`src/rtl/swmm_pkg.sv`:
```
// Shared constants, word types and control types of the sliding-window max/min/sum unit.
package swmm_pkg;

	localparam int SAMPLE_W = 16;
	localparam int WIN_W    = 7;
	localparam int SUM_W    = 64;
	localparam int DEPTH    = 64;
	localparam int PTR_W    = $clog2(DEPTH);
	localparam int CNT_W    = PTR_W + 1;
	localparam int NQ       = 2;

	// Queue index of the decreasing queue (maximum) and the increasing one (minimum).
	localparam int Q_MAX = 0;
	localparam int Q_MIN = 1;

	typedef struct packed {
		logic signed [SAMPLE_W-1:0] sample;
		logic                       last;
	} in_word_t;

	typedef struct packed {
		logic signed [SAMPLE_W-1:0] window_max;
		logic signed [SAMPLE_W-1:0] window_min;
		logic signed [SUM_W-1:0]    running_sum;
		logic                       window_full;
		logic                       final_res;
	} out_word_t;

	typedef struct packed {
		logic signed [SAMPLE_W-1:0] val;
		logic [WIN_W-1:0]           pos;
	} qent_t;

	typedef enum logic [1:0] {
		ST_IDLE,
		ST_EXP,
		ST_PSH
	} swmm_state_t;

	typedef struct packed {
		logic load;
		logic exp;
		logic psh;
		logic commit;
	} swmm_cmd_t;

	typedef struct packed {
		logic hit;
		logic drop;
		logic stall;
	} swmm_sts_t;

endpackage

```
`src/rtl/swmm_ctrl.sv`:
```
// Sequencer of the sliding-window unit: expire phase, push phase and commit.
module swmm_ctrl import swmm_pkg::*; (
	input  logic      clk,
	input  logic      arst_n,
	input  logic      in_valid,
	output logic      in_ready,
	input  swmm_sts_t sts,
	output swmm_cmd_t cmd
);

	swmm_state_t state_q, state_nx;

	always_ff @(posedge clk or negedge arst_n) begin
		if (!arst_n) begin
			state_q <= ST_IDLE;
		end else begin
			state_q <= state_nx;
		end
	end

	always_comb begin
		state_nx = state_q;
		unique case (state_q)
			ST_IDLE: begin
				if (in_valid) state_nx = ST_EXP;
			end
			ST_EXP: begin
				if (!sts.hit) state_nx = ST_PSH;
			end
			ST_PSH: begin
				if (!sts.drop && !sts.stall) state_nx = ST_IDLE;
			end
			default: state_nx = ST_IDLE;
		endcase
	end

	always_comb begin
		in_ready = 1'b0;
		cmd      = '0;
		unique case (state_q)
			ST_IDLE: begin
				in_ready = 1'b1;
				cmd.load = in_valid;
			end
			ST_EXP: begin
				cmd.exp = 1'b1;
			end
			ST_PSH: begin
				cmd.psh    = 1'b1;
				cmd.commit = !sts.drop && !sts.stall;
			end
			default: begin
				in_ready = 1'b0;
			end
		endcase
	end

endmodule

```
`src/rtl/swmm_dp.sv`:
```
// Datapath of the sliding-window unit: two monotonic queues in memory, counters and the sum.
module swmm_dp import swmm_pkg::*; (
	input  logic             clk,
	input  logic             arst_n,
	input  swmm_cmd_t        cmd,
	output swmm_sts_t        sts,
	input  in_word_t         in_data,
	input  logic             cfg_valid,
	input  logic [WIN_W-1:0] cfg_data,
	input  logic             out_ready,
	output logic             out_valid,
	output out_word_t        out_data
);

	logic [WIN_W-1:0]           win_q;
	logic [WIN_W-1:0]           k;
	logic signed [SAMPLE_W-1:0] sample_q;
	logic                       last_q;
	logic [WIN_W-1:0]           pos_q;
	logic [WIN_W-1:0]           samp_q;
	logic [WIN_W-1:0]           samp_nx;
	logic [SUM_W-1:0]           sum_q;
	logic [SUM_W-1:0]           sum_nx;
	logic                       full;
	logic                       res_needed;
	logic                       stall;
	logic                       out_valid_q;
	out_word_t                  out_data_q;

	logic [NQ-1:0]              hit;
	logic [NQ-1:0]              drop;
	logic [CNT_W-1:0]           cnt_q  [NQ];
	logic [PTR_W-1:0]           head_q [NQ];
	logic signed [SAMPLE_W-1:0] front  [NQ];

	// Zero acts as one and anything above the queue depth saturates.
	always_comb begin
		if (win_q == '0) begin
			k = WIN_W'(1);
		end else if (win_q > WIN_W'(DEPTH)) begin
			k = WIN_W'(DEPTH);
		end else begin
			k = win_q;
		end
	end

	assign samp_nx    = (samp_q == '1) ? samp_q : samp_q + WIN_W'(1);
	assign full       = samp_nx >= k;
	assign res_needed = full || last_q;
	assign stall      = res_needed && out_valid_q && !out_ready;
	assign sum_nx     = sum_q + {{(SUM_W-SAMPLE_W){front[Q_MAX][SAMPLE_W-1]}}, front[Q_MAX]}
	                          + {{(SUM_W-SAMPLE_W){front[Q_MIN][SAMPLE_W-1]}}, front[Q_MIN]};

	assign sts.hit   = |hit;
	assign sts.drop  = |drop;
	assign sts.stall = stall;

	for (genvar g = 0; g < NQ; g++) begin : g_q
		qent_t                      mem [DEPTH];
		qent_t                      rd_q;
		qent_t                      wr_ent;
		logic signed [SAMPLE_W-1:0] front_q;
		logic [PTR_W-1:0]           raddr;
		logic [PTR_W-1:0]           waddr;
		logic [PTR_W-1:0]           back;
		logic [PTR_W-1:0]           back_prev;
		logic [WIN_W-1:0]           age;
		logic                       we;

		assign back      = head_q[g] + cnt_q[g][PTR_W-1:0] - PTR_W'(1);
		assign back_prev = back - PTR_W'(1);
		assign waddr     = head_q[g] + cnt_q[g][PTR_W-1:0];
		assign we        = cmd.commit && (cnt_q[g] < CNT_W'(DEPTH));
		assign wr_ent    = '{val: sample_q, pos: pos_q};

		// Ages never exceed the depth, so the position difference modulo 2^WIN_W is exact.
		assign age    = pos_q - rd_q.pos;
		assign hit[g] = (cnt_q[g] != '0) && (age >= k);

		if (g == Q_MAX) begin : g_cmp
			assign drop[g] = (cnt_q[g] != '0) && ($signed(sample_q) >= $signed(rd_q.val));
		end else begin : g_cmp
			assign drop[g] = (cnt_q[g] != '0) && ($signed(sample_q) <= $signed(rd_q.val));
		end

		// An emptied queue has the new sample as its only entry.
		assign front[g] = (cnt_q[g] == '0) ? sample_q : front_q;

		// The read issued in each cycle fetches what the next check needs.
		always_comb begin
			if (cmd.exp) begin
				if (hit[g]) begin
					raddr = head_q[g] + PTR_W'(1);
				end else if (sts.hit) begin
					raddr = head_q[g];
				end else begin
					raddr = back;
				end
			end else if (cmd.psh) begin
				if (drop[g]) begin
					raddr = back_prev;
				end else if (cmd.commit) begin
					raddr = last_q ? '0 : head_q[g];
				end else begin
					raddr = back;
				end
			end else begin
				raddr = head_q[g];
			end
		end

		always_ff @(posedge clk) begin
			if (we) begin
				mem[waddr] <= wr_ent;
			end
			if (we && (waddr == raddr)) begin
				rd_q <= wr_ent;
			end else begin
				rd_q <= mem[raddr];
			end
			if (cmd.exp) begin
				front_q <= rd_q.val;
			end
		end

		always_ff @(posedge clk or negedge arst_n) begin
			if (!arst_n) begin
				head_q[g] <= '0;
				cnt_q[g]  <= '0;
			end else if (cmd.exp && hit[g]) begin
				head_q[g] <= head_q[g] + PTR_W'(1);
				cnt_q[g]  <= cnt_q[g] - CNT_W'(1);
			end else if (cmd.psh && drop[g]) begin
				cnt_q[g] <= cnt_q[g] - CNT_W'(1);
			end else if (cmd.commit) begin
				if (last_q) begin
					head_q[g] <= '0;
					cnt_q[g]  <= '0;
				end else if (we) begin
					cnt_q[g] <= cnt_q[g] + CNT_W'(1);
				end
			end
		end
	end

	always_ff @(posedge clk) begin
		if (cmd.load) begin
			sample_q <= in_data.sample;
			last_q   <= in_data.last;
		end
		if (cmd.commit && res_needed) begin
			out_data_q.window_max  <= full ? front[Q_MAX] : '0;
			out_data_q.window_min  <= full ? front[Q_MIN] : '0;
			out_data_q.running_sum <= full ? sum_nx : '0;
			out_data_q.window_full <= full;
			out_data_q.final_res   <= last_q;
		end
	end

	always_ff @(posedge clk or negedge arst_n) begin
		if (!arst_n) begin
			win_q       <= WIN_W'(1);
			pos_q       <= '0;
			samp_q      <= '0;
			sum_q       <= '0;
			out_valid_q <= 1'b0;
		end else begin
			if (cfg_valid) begin
				win_q <= cfg_data;
			end
			if (cmd.commit) begin
				if (last_q) begin
					pos_q  <= '0;
					samp_q <= '0;
					sum_q  <= '0;
				end else begin
					pos_q  <= pos_q + WIN_W'(1);
					samp_q <= samp_nx;
					if (full) sum_q <= sum_nx;
				end
			end
			if (cmd.commit && res_needed) begin
				out_valid_q <= 1'b1;
			end else if (out_ready) begin
				out_valid_q <= 1'b0;
			end
		end
	end

	assign out_valid = out_valid_q;
	assign out_data  = out_data_q;

	a_cnt_bound: assert property (@(posedge clk) disable iff (!arst_n)
		(cnt_q[Q_MAX] <= CNT_W'(DEPTH)) && (cnt_q[Q_MIN] <= CNT_W'(DEPTH)))
		else $error("queue count beyond depth");

	a_out_from_commit: assert property (@(posedge clk) disable iff (!arst_n)
		$rose(out_valid_q) |-> $past(cmd.commit))
		else $error("result word appeared without a commit");

	a_no_overwrite: assert property (@(posedge clk) disable iff (!arst_n)
		cmd.commit && res_needed |-> !(out_valid_q && !out_ready))
		else $error("pending result word overwritten");

	a_last_clears: assert property (@(posedge clk) disable iff (!arst_n)
		cmd.commit && last_q |=> (cnt_q[Q_MAX] == '0) && (cnt_q[Q_MIN] == '0)
			&& (samp_q == '0) && (sum_q == '0))
		else $error("state not cleared after the final word");

endmodule

```
`src/rtl/sliding_window_max_min_sum_unit.sv`:
```
// Sequence: after input accept, the word passes through the expire phase, which pops
// expired front entries, and the push phase, which pops back entries and then loads the
// result (both queues scan side by side, so the queue with more of them sets the length);
// the push phase also waits while a pending result is held at the output. A new word is
// taken only in the idle phase; the scans issue one read per queue memory per cycle.
// Reset: arst_n clears the queues, counters, sum and output valid at once; the
// window size register returns to 1. Queue memories are not cleared.
module sliding_window_max_min_sum_unit import swmm_pkg::*; (
	input  logic             clk,
	input  logic             arst_n,
	input  logic             in_valid,
	output logic             in_ready,
	input  in_word_t         in_data,
	output logic             out_valid,
	input  logic             out_ready,
	output out_word_t        out_data,
	input  logic             cfg_valid,
	output logic             cfg_ready,
	input  logic [WIN_W-1:0] cfg_data
);

	// The controller steps one sample through three phases. In the idle phase it
	// takes the word; the expire phase drops front entries that left the window;
	// the push phase drops back entries the new sample dominates, then appends the
	// sample (a last word empties the queues instead) and, if a result is due, loads
	// the output register. It holds a finished result while the next word is taken and worked on.
	swmm_cmd_t cmd;
	swmm_sts_t sts;

	// The window size register is written whenever cfg_valid is high, so the port never stalls.
	assign cfg_ready = 1'b1;

	swmm_ctrl u_ctrl (
		.clk      (clk),
		.arst_n   (arst_n),
		.in_valid (in_valid),
		.in_ready (in_ready),
		.sts      (sts),
		.cmd      (cmd)
	);

	// The datapath keeps both queues, the position and sample counters, and the
	// 64-bit wrapping sum of window maximum plus minimum.
	swmm_dp u_dp (
		.clk       (clk),
		.arst_n    (arst_n),
		.cmd       (cmd),
		.sts       (sts),
		.in_data   (in_data),
		.cfg_valid (cfg_valid),
		.cfg_data  (cfg_data),
		.out_ready (out_ready),
		.out_valid (out_valid),
		.out_data  (out_data)
	);

endmodule
```
`config.mk`:
```
export PLATFORM = sky130hd
export DESIGN_NAME = sliding_window_max_min_sum_unit
export DESIGN_NICKNAME = d
export VERILOG_FILES = /design/src/rtl/swmm_pkg.sv /design/src/rtl/swmm_ctrl.sv /design/src/rtl/swmm_dp.sv /design/src/rtl/sliding_window_max_min_sum_unit.sv
export SDC_FILE = /design/constraint.sdc
export NUM_CORES = 2
export LEC_CHECK = 0
export BUFFER_PORTS_ARGS = -buffer_cell sky130_fd_sc_hd__clkbuf_2
export CAP_MARGIN = 10
export CORE_ASPECT_RATIO = 1.5
export CORE_UTILIZATION = 60
export CTS_CLUSTER_SIZE = 24
export DETAILED_ROUTE_END_ITERATION = 10
export PLACE_DENSITY = 0.76
export RECOVER_POWER = 25
export SLEW_MARGIN = 20
export SYNTH_ARGS = -nofsm -noshare
export SYNTH_HDL_FRONTEND = slang
export SYNTH_SLANG_ARGS = --single-unit
```
`constraint.sdc`:
```
create_clock -name clk -period 12 [get_ports clk]
set_input_delay 0.6 -clock clk [delete_from_list [all_inputs] [get_ports clk]]
set_output_delay 0.6 -clock clk [all_outputs]
set_load 0.03 [all_outputs]
```
Yosys cells after proc, flatten, opt, wreduce, memory -nomap -nowiden
Memories as Yosys holds them, arrays and structs flattened. A register that Yosys moved wholly into a read port is not among the register bits.
Cells that the tools add are included.
{"block": "word_totals", "regBits": 261, "latch_bits": 0, "mem_bits_rw": 2944, "romBits": 0, "input_bits": 29, "output_inout_bits": 101, "word_cells": 148, "mem_count": 2}
{"memory": "u_dp.g_q[0].mem", "depth": 64, "width": 23, "rd": 1, "rd_clocked_by_memory_dff": 1, "write_ports": 1, "line": "swmm_dp.sv:59", "text": "qent_t mem [DEPTH];"}
{"memory": "u_dp.g_q[1].mem", "depth": 64, "width": 23, "rd": 1, "rd_clocked_by_memory_dff": 1, "write_ports": 1, "line": "swmm_dp.sv:59"}
{"block": "classes", "addsub": 18, "multipliers": 0, "n_div": 0, "order_cmp": 8, "n_eq_ne": 8, "shifts": 0, "mux": 53, "bitwise_logic": 0, "n_reduce_logical": 40}
{"operator": "$add A64 B64 Y64", "count": 2}
{"operator": "$mux W64", "count": 2}
{"operator": "$mux W6", "count": 20}
{"operator": "$mux W7", "count": 15}
{"operator": "$mux W16", "count": 2}
{"operator": "$add A7 B1 Y7 const B", "count": 4}
{"operator": "$sub A6 B1 Y6 const B", "count": 4}
{"operator": "$ge A7 B7 Y1", "count": 3}
{"operator": "$logic_not A7 Y1", "count": 3}
{"operator": "$ge A16 B16 Y1", "count": 1}
{"operator": "$le A16 B16 Y1", "count": 1}
{"operator": "$logic_and A1 B1 Y1", "count": 14}
{"operator": "$lt A7 B7 Y1 const B", "count": 2}
{"operator": "$reduce_bool A7 Y1", "count": 2}
{"operator": "$sub A7 B1 Y7 const B", "count": 2}
{"operator": "$sub A7 B7 Y7", "count": 2}
{"operator": "$add A6 B1 Y6 const B", "count": 2}
{"operator": "$add A6 B6 Y6", "count": 2}
{"operator": "$reduce_and A2 Y1", "count": 5}
{"operator": "$mux W1", "count": 9}
{"operator": "$mux W2", "count": 4}
{"operator": "$reduce_bool A2 Y1", "count": 4}
{"operator": "$reduce_bool A4 Y1", "count": 2}
{"operator": "$eq A7 B7 Y1 const B", "count": 1}
{"operator": "12 further kinds", "count": 19}

Depth between registers and ports, before layout
{"block": "logic_depth", "ltp_word": 16, "mapped_depth": 23}

Modules after synthesis
From an unflattened synthesis, not the netlist that was laid out.
{"block": "unflattened", "cells_unflattened": 6392, "hier_area_um2": 131469.8}
{"module": "swmm_dp", "n_inst": 1, "cells_per_inst": 6377, "area_each_um2": 131323.4, "seq_area_each_um2": 95863.2}
{"module": "swmm_ctrl", "n_inst": 1, "cells_per_inst": 13, "area_each_um2": 135.1, "seq_area_each_um2": 50.0}
{"module": "sliding_window_max_min_sum_unit", "n_inst": 1, "cells_per_inst": 2, "area_each_um2": 11.3, "seq_area_each_um2": 0.0}

Least setup slack after synthesis
OpenSTA, ideal clock, no wires.
{"block": "synth_path", "kind": "reg2reg", "from": "register u_dp.sample_q[15]", "to": "register u_dp.out_data_q (netlist bit u_dp.out_data[65]) (data pin)", "arrival_ns": 9.897, "t_required_ns": 11.737, "slack_ns": 1.840, "path_stages_with_launch": 15, "synth_period_minus_slack_ns": 10.160, "cell_sequence": "edfxtp_1 -> mux2i_1 -> fa_1 -> inv_1 -> ha_1 -> clkbuf_1 -> and3_1 -> a311o_1 -> o22ai_1 -> a2bb2oi_1 -> o21ai_0 -> a2111oi_1 -> o31ai_1 -> xnor2_1 -> mux2i_1"}
{"block": "synth_between", "elab_chain_len": 3, "word_cells_on_any_way": 4, "cone_classes": "add/sub: 2; mux: 2"}
{"item": "start: declaration", "line": "swmm_dp.sv:17", "text": "logic signed [SAMPLE_W-1:0] sample_q;"}
{"item": "start signal: assignment", "line": "swmm_dp.sv:148", "text": "sample_q <= in_data.sample;"}
{"item": "$mux W16", "line": "swmm_dp.sv:87", "text": "assign front[g] = (cnt_q[g] == '0) ? sample_q : front_q;"}
{"item": "$add A64 B64 Y64", "line": "swmm_dp.sv:51", "text": "assign sum_nx = sum_q + {{(SUM_W-SAMPLE_W){front[Q_MAX][SAMPLE_W-1]}}, front[Q_MAX]}"}
{"item": "$add A64 B64 Y64 *", "line": "swmm_dp.sv:52", "text": "+ {{(SUM_W-SAMPLE_W){front[Q_MIN][SAMPLE_W-1]}}, front[Q_MIN]};"}
{"item": "end: declaration", "line": "swmm_dp.sv:28", "text": "out_word_t out_data_q;"}
Every way passes the cells marked *; elsewhere a longest branch is shown, timed or not.
A chain may end at the register's enable or synchronous reset.

Worst setup path after layout
{"block": "layout_path", "from": "register u_dp.sample_q[7]", "to": "register u_dp.out_data_q (netlist bit u_dp.out_data[65]) (data pin)"}
Same word-level chain as after synthesis.

==> results.sh <==
export IMPL_seqPwrFrac_pct=34.1
export IMPL_power_frac_comb_pct=43.6
export IMPL_cts_tree="built"
export IMPL_synth_xor_xnor_area_share_pct=0.678
export IMPL_p_int_uw=25600
export IMPL_ant_nets=0
export IMPL_endpoint_kind="flop"
export IMPL_synth_ff_type="edfxtp_1"
export IMPL_cts_root_buffer="clkbuf_16"
export IMPL_grt_overflow=0
export IMPL_synth_cells=6393
export IMPL_multi_input_area_sq_um=34000
export IMPL_muxShareOfSynthArea_pct=16.9
export IMPL_status="complete, but fails checks"
export IMPL_worst_path_buf_inv=3
export IMPL_met3_usage_pct=5.62
export IMPL_clockBufferDepth=4
export IMPL_post_cts_resized=0
export IMPL_die_h_microns=576
export IMPL_grt_pass1_wl_mm=495
export IMPL_final_common_cell="edfxtp_1"
export IMPL_hold_viol=0
export IMPL_fmax_mhz=100
export IMPL_setup_violations=0
export IMPL_finalSetupTns_ns=0
export IMPL_cp_max_fo=45
export IMPL_p_leak_uw=0.0478
export IMPL_io_pins=130
export IMPL_placeableCoreArea_sq_um=218000
export IMPL_area_growth_pct=11.1
export IMPL_worstHoldStart="cfg_valid"
export IMPL_postCtsSetupBuffers=0
export IMPL_slowest_delay_ns=1.96
export IMPL_cts_sinks=3217
export IMPL_synth_compound_area_share_pct=2.64
export IMPL_grt_pass1_vias=68862
export IMPL_layout_common_cells="edfxtp_1, mux4_2, clkbuf_16"
export IMPL_gp_congestion=0.920
export IMPL_synth_nets=6650
export IMPL_start_util_pct=60.4
export IMPL_die_area_sq_um=222000
export IMPL_drt_iter0_drc=8713
export IMPL_gr_usage_all_layers_pct=31.9
export IMPL_layoutNonFillerInstCount=9829
export IMPL_synth_edff_count=3091
export IMPL_switchingPower_uw=15700
export IMPL_htreeDepth=5
export IMPL_critical_path_top_delay_family="buffers and inverters"
export IMPL_holdPathEnd="u_dp.win_q[6]"
export IMPL_synthSimpleGateAreaFrac_pct=2.72
export IMPL_p_sw_share_pct=38.0
export IMPL_seqCellArea_sq_um=96000
export IMPL_port_buffers=128
export IMPL_final_setup_worst_slack_ns=2.00
export IMPL_synthesis_area_sq_um=132000
export IMPL_synth_cell_type_count=92
export IMPL_syn_mean_instance_area_sq_um=20.6
export IMPL_maxCapViolCount=28
export IMPL_r2r_cells=16
export IMPL_whs_ns=0.0558
export IMPL_synthAdderAreaFrac_pct=2.55
export IMPL_grt_busiest_layer="met2"
export IMPL_clkPwrFrac_pct=22.3
export IMPL_vias_per_cell=6.85
export IMPL_reg2reg_from="u_dp.sample_q[7]"
export IMPL_dp_cells=9281
export IMPL_maxSlewViolCount=1457
export IMPL_wl_per_cell_microns=35.4
export IMPL_r2r_setup_slack_ns=2.00
export IMPL_worstSetupPathType="flop to flop"
export IMPL_dieWidth_microns=385
export IMPL_max_slew_margin_rel_pct=-262
export IMPL_synth_seq_area_share_pct=72.8
export IMPL_drc=0
export IMPL_synth_top_family_by_area="multiplexers"
export IMPL_p_per_area_nw_per_um2=282
export IMPL_cp_slowest_cell="clkbuf_1"
export IMPL_rsz0062_at_grt="no"
export IMPL_tightest_slew_ns=5.42
export IMPL_cp_cell_sequence="clkbuf_1 -> clkbuf_1 -> mux2i_1 -> fa_1 -> inv_1 -> ha_1 -> a211o_1 -> a211oi_1 -> a211o_1 -> nand3b_1 -> o211ai_1 -> o21ai_0 -> a2111oi_1 -> o31ai_1 -> xnor2_1 -> mux2i_1"
export IMPL_clock_latency_ns=0.89
export IMPL_dp_hpwl_mm=196
export IMPL_r2r_end="u_dp.out_data[65]"
export IMPL_fin_crit_ns=10.0
export IMPL_peakVddDrop_v=0.000317
export IMPL_routed_wl_mm=348
export IMPL_final_util_pct=67.0
export IMPL_hold_depth=2
export IMPL_grt_max_degree=133
export IMPL_fin_crit_sh_pct=83.3
export IMPL_ys_warn_count=0
export IMPL_vias=67352
export IMPL_start_kind="flop"
export IMPL_holdBufCountCts=25
export IMPL_antenna_found_initial=18
export IMPL_place_ws_ns=3.34
export IMPL_hold_class="input port to flop"
export IMPL_num_rows=210
export IMPL_met1_usage_pct=38.8
export IMPL_grt_use_met2_pct=53.9
export IMPL_drive_gt1_share_pct=27.1
export IMPL_clock_skew_ns=0.0852
export IMPL_numCtsBuffers=291
export IMPL_async_flop_share_pct=3.54
export IMPL_synth_seq_cells=3217
export IMPL_drt_pre_antenna_iters=6
export IMPL_worstPathArrival_ns=10.57
export IMPL_clkTransAtPathRegs_ns=0.06
export IMPL_nFillCells=13298
export IMPL_required_ns=12.57
export IMPL_nNetsFinal=6996
export IMPL_violations="capacitance limit, slew limit"
how the worst max path moves through the flow:
stage,from,to,slack [ns],cells past startpoint
3_5_place_dp,flop,u_dp.g_q[0].mem[57][18],3.34,18
6_report,u_dp.sample_q[7],u_dp.out_data[65],2.00,16
4_1_cts,flop,u_dp.g_q[0].mem[57][18],3.34,18
5_1_grt,u_dp.sample_q[7],u_dp.out_data[65],1.81,16
3_3_place_gp,flop,u_dp.g_q[0].mem[51][1],3.29,17
2_1_floorplan,u_dp.sample_q[15],u_dp.out_data[65],1.84,14
layout make-up:
cell class                 count  share of cell area (%)
multi-input combinational   2589                    23.2
clock inverter               155                   0.988
antenna                       13                  0.0222
inverter                     272                   0.699
clock buffer                 353                    5.31
sequential                  3217                    65.6
tap                         2862                    2.45
timing repair buffer         368                    1.78
logic make-up (layout without fill, tap and decap cells):
| kind of cell | Yosys count | in the layout |
|---|---|---|
| XOR/XNOR | 102 | 102 |
| adder cells (fa/ha/maj) | 228 | 228 |
| AO/OA/AOI/OAI | 522 | 522 |
| buffers and inverters | 587 | 1148 |
| flip-flops | 3217 | 3217 |
| AND/OR/NAND/NOR | 719 | 719 |
| other | 1 | 14 |
| multiplexers | 1017 | 1017 |
through the flow:
stage	total power (uW)	instance area (sq um)
2_1_floorplan	26300	132000
3_3_place_gp	31700	137000
3_5_place_dp	32000	137000
4_1_cts	41200	146000
5_1_grt	43000	146000
6_report	41300	146000
worst register-to-register path: cells and delay by family (launching register included):
family                   cells  cell delay, ns
flip-flops                   1            0.33
XOR/XNOR                     1            0.27
buffers and inverters        3            3.92
AND/OR/NAND/NOR              1            0.12
adder cells (fa/ha/maj)      2            1.02
multiplexers                 2            1.60
AO/OA/AOI/OAI                7            2.48
metal layers:
layer  wire length [microns]  share of wire [%]  vias to the layer above
li1                        -                  -                    26901
met1                  116000                 33                    35343
met2                  178000                 51                     4175
met3                   30300                8.7                      921
met4                   23400                6.7                       12
met5                      76              0.022                        -
power groups by stage:
stage / registers (uW) / logic, uW / clock network [uW]
detailed placement: 14300 / 17700 / 0
finish: 14100 / 18000 / 9220
global route: 14100 / 19200 / 9680
global placement: 14200 / 17500 / 0
floorplan: 14200 / 12200 / 0
CTS: 14000 / 17900 / 9300
cells in the mapped netlist (12+ instances only):
library cell  number  area share (%)
buf_1             83            0.24
dfrtp_1          113             2.1
o21a_1            19            0.11
nand2_1          139            0.40
fa_1              68             1.0
nand2b_1          18           0.085
nor2_1           276            0.79
a21o_1            79            0.45
inv_1            270            0.77
o31ai_1           24            0.14
nand3_1           41            0.16
and3_1            20           0.095
a22o_1            17            0.11
o21ai_0          125            0.47
mux2_2            13            0.11
and2_1            38            0.18
edfxtp_1        3091              70
a31oi_1           21            0.10
a21oi_1          103            0.39
xnor2_1           58            0.39
or3_1             43            0.20
ha_1             160             1.5
dfxtp_1           12            0.18
nor2b_1           18           0.085
clkbuf_1         206            0.59
nand4_1           27            0.13
o21bai_1          12           0.068
o211ai_1          15           0.085
nor3_1            32            0.12
xor2_1            44            0.29
and4_1            12           0.080
mux4_2           966              17
mux2i_1           38            0.29
buf_2             20           0.076
sequential cells by signal, indices dropped and copies added (netlist names), named ones only:
signal and cells:
u_dp.out_data 98, u_dp.head_q 12, u_dp.out_valid 1, u_dp.pos_q 7
u_dp.g_q.front_q 32, u_dp.sample_q 16, u_dp.win_q 7, u_dp.sum_q 64
u_dp.cnt_q 14, u_dp.g_q.mem 2944, u_dp.last_q 1, u_ctrl.state_q 2
u_dp.samp_q 7
Power figures use the tool's default switching activity.
